[src/hw/rtl/m3i_pkg.sv]
// Shared types, widths and cofactor index tables for the 3x3 matrix inverse.
package m3i_pkg;

   // Fixed field widths
   localparam int ENT_W = 32;
   localparam int PROD_W = 2 * ENT_W;
   localparam int COF_W = PROD_W + 1;
   localparam int MAG_W = PROD_W;
   localparam int DET_W = ENT_W + COF_W + 1;
   localparam int Q_BITS = 32;
   localparam int N_ENT = 9;

   // Defaults for top-level parameters
   localparam int FRAC_BITS_DEF = 16;
   localparam int QUEUE_DEPTH = 4;

   // Saturation values
   localparam logic [Q_BITS-1:0] SAT_MAX = 32'h7FFF_FFFF;
   localparam logic [Q_BITS-1:0] SAT_MIN = 32'h8000_0000;

   typedef logic [3:0] idx_type;

   // Transposed cofactor k is e[A]*e[B] - e[C]*e[D]
   localparam idx_type COF_A [N_ENT] = '{4'd4, 4'd2, 4'd1, 4'd5, 4'd0, 4'd2, 4'd3, 4'd1, 4'd0};
   localparam idx_type COF_B [N_ENT] = '{4'd8, 4'd7, 4'd5, 4'd6, 4'd8, 4'd3, 4'd7, 4'd6, 4'd4};
   localparam idx_type COF_C [N_ENT] = '{4'd5, 4'd1, 4'd2, 4'd3, 4'd2, 4'd0, 4'd4, 4'd0, 4'd1};
   localparam idx_type COF_D [N_ENT] = '{4'd7, 4'd8, 4'd4, 4'd8, 4'd6, 4'd5, 4'd6, 4'd7, 4'd3};

   // Classified item handed from the front to the divider
   typedef struct packed {
      logic [N_ENT-1:0][MAG_W-1:0] mag;
      logic [N_ENT-1:0]            neg;
      logic [DET_W-1:0]            dmag;
      logic                        singular;
   } item_type;

endpackage

[src/hw/rtl/m3i_queue.sv]
// Short queue of classified items between front and divider.
module m3i_queue #(
   parameter int DEPTH = m3i_pkg::QUEUE_DEPTH
) (
   input  logic              clock,
   input  logic              reset,
   input  logic              push,
   input  m3i_pkg::item_type push_item,
   output logic              full,
   output logic              empty,
   input  logic              pop,
   output m3i_pkg::item_type head
);
   import m3i_pkg::*;

   localparam int PTR_W = (DEPTH > 1) ? $clog2(DEPTH) : 1;
   localparam int CNT_W = $clog2(DEPTH + 1);
   localparam logic [PTR_W-1:0] LAST = PTR_W'(DEPTH - 1);

   item_type         slot_ff [DEPTH];
   logic [PTR_W-1:0] wr_ptr_ff;
   logic [PTR_W-1:0] rd_ptr_ff;
   logic [CNT_W-1:0] cnt_ff;

   assign full = (cnt_ff == CNT_W'(DEPTH));
   assign empty = (cnt_ff == '0);
   assign head = slot_ff[rd_ptr_ff];

   // Store pushed item
   always_ff @(posedge clock) begin
      if (push) begin
         slot_ff[wr_ptr_ff] <= push_item;
      end
   end

   // Advance pointers and count
   always_ff @(posedge clock) begin
      if (reset) begin
         wr_ptr_ff <= '0;
         rd_ptr_ff <= '0;
         cnt_ff <= '0;
      end else begin
         if (push) begin
            wr_ptr_ff <= (wr_ptr_ff == LAST) ? '0 : wr_ptr_ff + 1'b1;
         end
         if (pop) begin
            rd_ptr_ff <= (rd_ptr_ff == LAST) ? '0 : rd_ptr_ff + 1'b1;
         end
         if (push && !pop) begin
            cnt_ff <= cnt_ff + 1'b1;
         end else if (pop && !push) begin
            cnt_ff <= cnt_ff - 1'b1;
         end
      end
   end

`ifndef NO_ASSERTIONS
   a_count_bound: assert property (@(posedge clock) disable iff (reset)
      cnt_ff <= CNT_W'(DEPTH))
      else $error("queue count beyond depth");
   a_no_overflow: assert property (@(posedge clock) disable iff (reset)
      push |-> !full)
      else $error("push into full queue");
   a_no_underflow: assert property (@(posedge clock) disable iff (reset)
      pop |-> !empty)
      else $error("pop from empty queue");
`endif

endmodule

[config.mk]
export PLATFORM = sky130hd
export DESIGN_NAME = m3i_queue
export DESIGN_NICKNAME = d
export VERILOG_FILES = /design/src/hw/rtl/m3i_pkg.sv /design/src/hw/rtl/m3i_queue.sv
export SDC_FILE = /design/constraint.sdc
export NUM_CORES = 2
export LEC_CHECK = 0
export ABC_CLOCK_PERIOD_IN_PS = 54700
export BUFFER_PORTS_ARGS = -buffer_cell sky130_fd_sc_hd__buf_2
export CAP_MARGIN = 20
export CORE_AREA = 8 8 533 535
export DETAILED_ROUTE_END_ITERATION = 10
export DIE_AREA = 0 0 541 543
export SLEW_MARGIN = 20
export SYNTH_ARGS = -nofsm -noshare
export SYNTH_HDL_FRONTEND = slang
export SYNTH_SLANG_ARGS = --single-unit
[constraint.sdc]
create_clock -name clock -period 54.7 [get_ports clock]
set_clock_uncertainty 0.2 [all_clocks]
set_input_delay 10.94 -clock clock [delete_from_list [all_inputs] [get_ports clock]]
set_output_delay 10.94 -clock clock [all_outputs]
set_load 0.02 [all_outputs]
==> results_dict.tcl <==
set metrics [dict create \
    clock-root-buffer "clkbuf_16" \
    start_util 0.363 \
    p_switching_mw 1.12 \
    post_cts_buffers 0 \
    peakVddDrop_mv 0.0290 \
    crit_chain "buf_4 -> buf_4 -> buf_4 -> buf_4 -> mux4_2 -> buf_2" \
    cp_slowest_cell "dfxtp_4" \
    vias_per_cell 5.12 \
    netlist_area_um2 99800 \
    hold_class "reg -> reg" \
    mostFrequentLayoutCell "edfxtp_1" \
    crit_family "buffers and inverters" \
    grt_pass1_vias 47500 \
    yosys_warnings 0 \
    crit_top_cell "buf_4" \
    nFillCells 23500 \
    global_route.peak_usage_layer "met2" \
    synthArstFlopShare 0 \
    cp.required_ns 43.56 \
    synthFlopType "edfxtp_1" \
    num_vias 46700 \
    routabilityCongestion 0.806 \
    cts_buffers 291 \
    status "finished clean" \
    io_pins 1374 \
    clock_latency_ns 0.81 \
    ant_nets 0 \
    drc_errors 0 \
    worstSetupStartpointType "register" \
    grt_max_degree 155 \
    cts_tree "built" \
    min_period_ns 16.88 \
    grt.met2_usage 0.287 \
    fmax_mhz 59.3 \
    worstPathMaxFanout 44 \
    grt_pass1_wl_um 371000 \
    core_um2 275000 \
    max-clock-path-buffers 4 \
    grtUsageMet1 0.215 \
    use_met3 0.0747 \
    power_mw 4.77 \
    critPathArrivalTime_ns 5.74 \
    period_share 0.309 \
    wl_um 269000 \
    nets 5894 \
    grt_overflow_total 0 \
    swShare 0.235 \
    die_y_um 543 \
    power_density_nw_per_um2 40.0 \
    synth_cells 3616 \
    synth_edf_count 2736 \
    row_count 193 \
    final_cell_mix "2,736 x edfxtp_1, 1,373 x buf_2, 684 x mux4_2" \
    antenna_found_initial 215 \
    synth_cell_type_count 22 \
    setup_viol 0 \
    ys_seq_elements 2745 \
    combinationalPowerShare 0.099 \
    routedWlPerCell_um 29.5 \
    setup_tns_ns 0 \
    synth_sequential_area_ratio 0.825 \
    pwr-share-seq 0.511 \
    cts_resized 0 \
    maxCapViolCount 0 \
    drtIter0Drc 4105 \
    report.final.slew_viol_count 0 \
    syn_to_final_growth_pct 19.4 \
    die_w_um 541 \
    die_area_um2 294000 \
    grt_use_total 0.175 \
    grt_setup_unrepaired "no" \
    avgSynthCellArea_um2 27.6 \
    drive_gt1_frac 0.463 \
    h-tree-depth 5 \
    endpoint_kind "output port" \
    hold_viol 0 \
    holdBufCountCts 0 \
    path_class "reg -> out" \
    clkTransAtPathRegs_ns 0.05 \
    cts_sinks 2745 \
    critPathBufInv 5 \
    synthesis.nets 4311 \
    port_buffers 1373 \
    internal_power_mw 3.65 \
    clkPwrFrac 0.390 \
    worstMarginPinSlew_ns 1.29 \
    place_hpwl_um 186000 \
    drt_pass1_iterations 5 \
    p_leak_nw 39.2 \
    slew_headroom 0.138 \
    critPathMaxStageDelay_ns 0.96 \
]
## worst paths after layout
check | startpoint | endpoint | slack (ns) | cells past startpoint
worst max-delay path | register | head[178] | 37.82 | 6
worst min-delay path | cnt_ff[2] | cnt_ff[2] | 0.33 | 2
worst max register to register | wr_ptr_ff[0] | slot_ff[3][678] | 49.12 | 7
worst min register to register | cnt_ff[2] | cnt_ff[2] | 0.33 | 2
## kinds of logic (layout without fill, tap and decap cells)
logic type / count (synthesis) / count (layout) / synth area share
other: 0 / 77 / 0
adders and majority gates: 7 / 7 / 0.000953
AOI/OAI and AO/OA: 3 / 3 / 0.000150
muxes: 688 / 688 / 0.155
and+or+nand+nor: 15 / 15 / 0.000777
xor gates and xnor gates: 2 / 2 / 0.000176
DFF: 2745 / 2745 / 0.825
buffers and inverters: 156 / 1962 / 0.0184
## cell usage after synthesis (2+ instances only)
cell / instances / area [µm²]
a21oi_1: 2 / 10.0
and2_1: 4 / 25.0
buf_12: 66 / 1320
buf_2: 68 / 340
buf_4: 2 / 15.0
buf_8: 7 / 105
clkbuf_1: 7 / 26.3
dfxtp_1: 9 / 180
edfxtp_1: 2736 / 82200
ha_1: 6 / 75.1
inv_1: 4 / 15.0
mux2i_1: 4 / 40.0
mux4_2: 684 / 15400
nor2_1: 7 / 26.3
nor3b_1: 2 / 15.0
xor2_1: 2 / 17.5
## power by group through the flow
stage	combinational (mW)	clock, mW	sequential (mW)
after floorplan	0.283	0	2.54
after global placement	0.483	0	2.48
after detailed placement	0.485	0	2.48
after CTS	0.487	1.91	2.44
after global routing	0.501	1.98	2.44
final	0.473	1.86	2.44
## registers in the layout, indices dropped and copies added, names as in the netlist, named ones only
name,cells
slot_ff,2736
cnt_ff,3
rd_ptr_ff,2
wr_ptr_ff,2
## cell type report
cell class              instances  area [µm²]  area share
flip-flops and latches       2745       82300       0.691
diodes                         77         193     0.00162
well taps                    3607        4510      0.0379
inverters                       4        15.0    0.000126
multi-input cells             715       15700       0.131
clock buffers                 367        7650      0.0642
repair buffers               1442        7490      0.0628
clock inverters               149        1350      0.0113
## metal layers
layer | share of wire | vias up
met5 | 0.0038 | -
met4 | 0.028 | 160
met3 | 0.12 | 622
met2 | 0.48 | 2144
met1 | 0.37 | 24600
li1 | - | 19200
## worst reg2reg max path, cell delays in order, from the launching register on
cell and delay, ns:
dfxtp_1 0.41, ha_1 0.21, and2_4 0.43, buf_4 0.87, buf_4 0.77, buf_4 0.73
buf_4 0.67, buf_12 0.70
## metrics by stage
stage               area, µm²  setup slack [ns]   util  instances  hold slack, ns
finish                 119000             37.82  0.433       9106           0.331
global route           119000             37.20  0.432       9038           0.366
CTS                    119000             37.46  0.432       9029           0.332
detailed placement     110000             38.41  0.400       8513           0.309
global placement       110000             38.42  0.400       8513           0.281
floorplan               99800             27.10      -       3616           0.260
(Power assumes the default switching activity.)
